==> config.mk <==
export PLATFORM = sky130hd
export DESIGN_NAME = lib_ram
export DESIGN_NICKNAME = d
export VERILOG_FILES = /design/src/lib_ram.sv
export SDC_FILE = /design/constraint.sdc
export NUM_CORES = 1
export LEC_CHECK = 0
export BUFFER_PORTS_ARGS = -buffer_cell sky130_fd_sc_hd__buf_4
export CORE_AREA = 8 8 80 135
export CTS_BUF_LIST = sky130_fd_sc_hd__clkbuf_8 sky130_fd_sc_hd__clkbuf_16
export CTS_CLUSTER_DIAMETER = 150
export CTS_CLUSTER_SIZE = 40
export DETAILED_ROUTE_END_ITERATION = 8
export DIE_AREA = 0 0 88 143
export GPL_TIMING_DRIVEN = 1
export PLACE_DENSITY = 0.87
export RECOVER_POWER = 100
export SLEW_MARGIN = 15
export SYNTH_ARGS = -nofsm -noshare
export SYNTH_HDL_FRONTEND = slang
export SYNTH_SLANG_ARGS = --single-unit
==> constraint.sdc <==
create_clock -name clk -period 2.2 [get_ports clk]
set_input_delay 0 -clock clk [delete_from_list [all_inputs] [get_ports clk]]
set_output_delay 0 -clock clk [all_outputs]
set_load 0.005 [all_outputs]
==> src/lib_ram.sv <==
// ----------------------------------------------------------------------------
// lib_ram
// Simple dual-port RAM with one write port and one registered read port.
// A read of the address being written returns the old contents.
// ----------------------------------------------------------------------------
module lib_ram #(
  parameter int WIDTH = 8,
  parameter int DEPTH = 16
) (
  input  logic                     clk,
  input  logic                     wr_en,
  input  logic [$clog2(DEPTH)-1:0] wr_addr,
  input  logic [WIDTH-1:0]         wr_data,
  input  logic                     rd_en,
  input  logic [$clog2(DEPTH)-1:0] rd_addr,
  output logic [WIDTH-1:0]         rd_data
);

  logic [WIDTH-1:0] mem [DEPTH];

  // Write port.
  always_ff @(posedge clk) begin
    if (wr_en) begin
      mem[wr_addr] <= wr_data;
    end
  end

  // Registered read port; the data holds until the next read.
  always_ff @(posedge clk) begin
    if (rd_en) begin
      rd_data <= mem[rd_addr];
    end
  end

endmodule

==> impl_metrics.yaml <==
yosys:
  synthArstFlopShare: 0
  yosysUniqueCellTypes: 18
  synth_edf_count: 136
  ys_seq_elements: 136
  synth_area_mm2: 0.00523
  synth.net_count: 248
  ys.flop_type: "edfxtp_1"
  synthCells: 229
  yosysWarnings: 0
  seq_area_frac_synth: 0.781
  synth_area_per_cell_um2: 22.8
clocking:
  path_clk_slew_ns: 0.06
  postCtsSetupBuffers: 0
  cts_buffers: 17
  cts-root-buf: "clkbuf_16"
  clkSinkCount: 136
  cts_tree: "yes"
  hold_buffers: 9
  clk_latency_ns: 0.41
  cts_max_level: 4
  cts-resized-gates: 0
  clockBufferDepth: 2
grt:
  grt_pass1_wl_um: 15300
  grt_overflow_total: 0
  grt_max_degree: 33
  grt_pass1_vias: 2682
  use_met3: 0.0495
  use_met1: 0.185
  grt.total_usage: 0.177
  antenna_found_initial: 0
  top_usage_layer: "met2"
  globalRouteMet2Util: 0.311
setup_path:
  cp-endpoint: "rd_data[2]$_DFFE_PP_"
  ff2ff_path_depth: 3
  worstPathCellList: "mux4_1 -> a22oi_1 -> nand2_1"
  critPathArrivalTime_ns: 1.66
  critPathRequiredTime_ns: 2.36
  worst-setup-path-type: "reg2reg"
  rrSetupSlack_ns: 0.71
  cpPeakStageDelay_ns: 0.54
  end_kind: "flop"
  cp_slowest_cell: "mux4_1"
  worstPathMaxFanout: 1
  critPathLaunchType: "flop"
  rr_startpoint: "mem[1][2]$_DFFE_PP_"
  critPathLaunch: "mem[1][2]$_DFFE_PP_"
  reg2reg_to: "rd_data[2]$_DFFE_PP_"
drt:
  firstDrtPassIters: 6
  viasPerCell: 6.02
  drc: 0
  wl_per_cell_um: 23.9
  drt_iter0_markers: 270
  vias: 2528
  routed_wirelength_um: 10000
  antenna_left: 0
placement:
  gp_congestion: 0.797
  place_area_mm2: 0.00559
  place_inst: 379
  portBuffers: 26
  hpwl_um: 6370
sta:
  max_slew_margin: 0.466
  min_period_ns: 1.49
  setup_violations: 0
  period_share: 0.679
  rsz0062_at_grt: "false"
  hold_viol_final: 0
  max_freq_mhz: 669
  worst_pin_slew_ns: 0.797
  finClkSkew_ns: 0.00689
  final_max_slew_viol_count: 0
  finalSetupTns_ns: 0
layout:
  area_growth_pct: 17.8
  drive_above_1_share: 0.207
  instances_no_fill: 420
  final_nets: 306
  final_util: 0.690
  stdcell_area_mm2: 0.00616
  fill_cells: 568
  multiInputGateArea_mm2: 0.00106
  diodes: 0
  ff_latch_area_mm2: 0.00408
floorplan:
  coreArea_mm2: 0.00892
  die-height_um: 143
  io-pin-count: 27
  start_util: 0.586
  row_count: 46
  die_x_um: 88
  die_area_mm2: 0.0126
power_and_ir_drop:
  ir_worst_vdd_mv: 0.727
  p_leak_nw: 2.02
  finalPower_mw: 5.92
  power_density_mw_per_mm2: 961
hold_path:
  hp-class: "in2reg"
  min_from: "wr_addr[0]"
flow_run:
  maxCapViolCount: 0
outcome:
  status: "complete, no violations"
==> cells in the mapped netlist (2+ instances only) <==
| cell | count | share of area |
|---|---|---|
| edfxtp_1 | 136 | 0.78 |
| mux4_2 | 18 | 0.078 |
| a22oi_1 | 16 | 0.023 |
| mux4_1 | 14 | 0.070 |
| nor2_1 | 13 | 0.0093 |
| nand2_1 | 9 | 0.0065 |
| nor3_1 | 4 | 0.0038 |
| buf_2 | 3 | 0.0029 |
| buf_6 | 3 | 0.0065 |
| clkdlybuf4s25_2 | 3 | 0.0057 |
| nand2b_1 | 2 | 0.0024 |
| nand3b_1 | 2 | 0.0029 |
==> through the flow <==
step	hold WS (ns)	setup WS, ns
detailed placement	0.309	0.453
finish	0.0192	0.705
CTS	0.00407	0.687
global placement	0.291	0.505
global route	0.00647	0.639
floorplan	0.0989	0.707
==> area by class of cell <==
type	count	area share
repair buffers	49	0.0470
flip-flops and latches	136	0.663
clock inverters	15	0.0244
multi-input cells	83	0.172
well taps	120	0.0244
clock buffers	17	0.0691
==> routing by layer <==
| layer | wire (µm) | share of wire |
|---|---|---|
| met1 | 3680 | 0.37 |
| met2 | 5640 | 0.56 |
| met3 | 495 | 0.049 |
| met5 | 0 | 0 |
| met4 | 224 | 0.022 |
==> registers in the layout, summed over array words and instances (netlist names) <==
| name | cells |
|---|---|
| mem | 128 |
| rd_data | 8 |
==> worst max-delay path, delay by kind of cell, from the launching register on <==
family / cells / cell delay, ns
mux: 1 / 0.54
flops: 1 / 0.37
compound gates: 1 / 0.26
simple gates: 1 / 0.08
==> how the worst min path moves through the flow <==
stage | to | slack (ns) | cells after the start
floorplan | mem[0][0]$_DFFE_PP_ | 0.1 | 0
global placement | mem[4][0]$_DFFE_PP_ | 0.29 | 1
detailed placement | mem[7][7]$_DFFE_PP_ | 0.31 | 1
CTS | mem[4][7]$_DFFE_PP_ | 0.004 | 2
global route | mem[4][7]$_DFFE_PP_ | 0.006 | 2
finish | mem[4][7]$_DFFE_PP_ | 0.02 | 2
==> cells in the final DEF (no fill, tap or decap) <==
| master | Yosys | routed |
|---|---|---|
| clkinv_1 | 0 | 1 |
| nor2_1 | 13 | 13 |
| clkbuf_1 | 0 | 27 |
| and2b_1 | 1 | 1 |
| nor2b_1 | 1 | 1 |
| nand2b_1 | 2 | 2 |
| clkinvlp_4 | 0 | 2 |
| and2_1 | 1 | 1 |
| a22oi_1 | 16 | 16 |
| inv_1 | 0 | 1 |
| bufinv_16 | 0 | 2 |
| inv_6 | 0 | 4 |
| clkinv_4 | 0 | 2 |
| buf_4 | 1 | 7 |
| nand3b_1 | 2 | 2 |
| edfxtp_1 | 136 | 136 |
| mux4_2 | 18 | 18 |
| mux4_1 | 14 | 14 |
| nand2_1 | 9 | 9 |
| clkbuf_16 | 0 | 17 |
| clkbuf_4 | 0 | 6 |
| or3b_2 | 1 | 1 |
| clkinv_2 | 0 | 3 |
| nand3_1 | 1 | 1 |
| nor3_1 | 4 | 4 |
| dlygate4sd3_1 | 0 | 9 |
==> kinds of logic (layout without fill, tap and decap cells) <==
logic type | count (synthesis) | in the layout | synth area share
AOI/OAI and AO/OA | 16 | 16 | 0.0230
DFF | 136 | 136 | 0.781
muxes | 32 | 32 | 0.148
buffers and inverters | 10 | 81 | 0.0165
and+or+nand+nor | 35 | 35 | 0.0314
==> report_power, final <==
part / total [mW] / switching (mW) / internal (mW) / leakage (nW)
logic: 0.265 / 0.149 / 0.116 / 0.500
clock network: 2.72 / 1.05 / 1.67 / 0.283
registers: 2.94 / 0.0150 / 2.92 / 1.24
No activity file was read; power rests on OpenSTA's default activity.
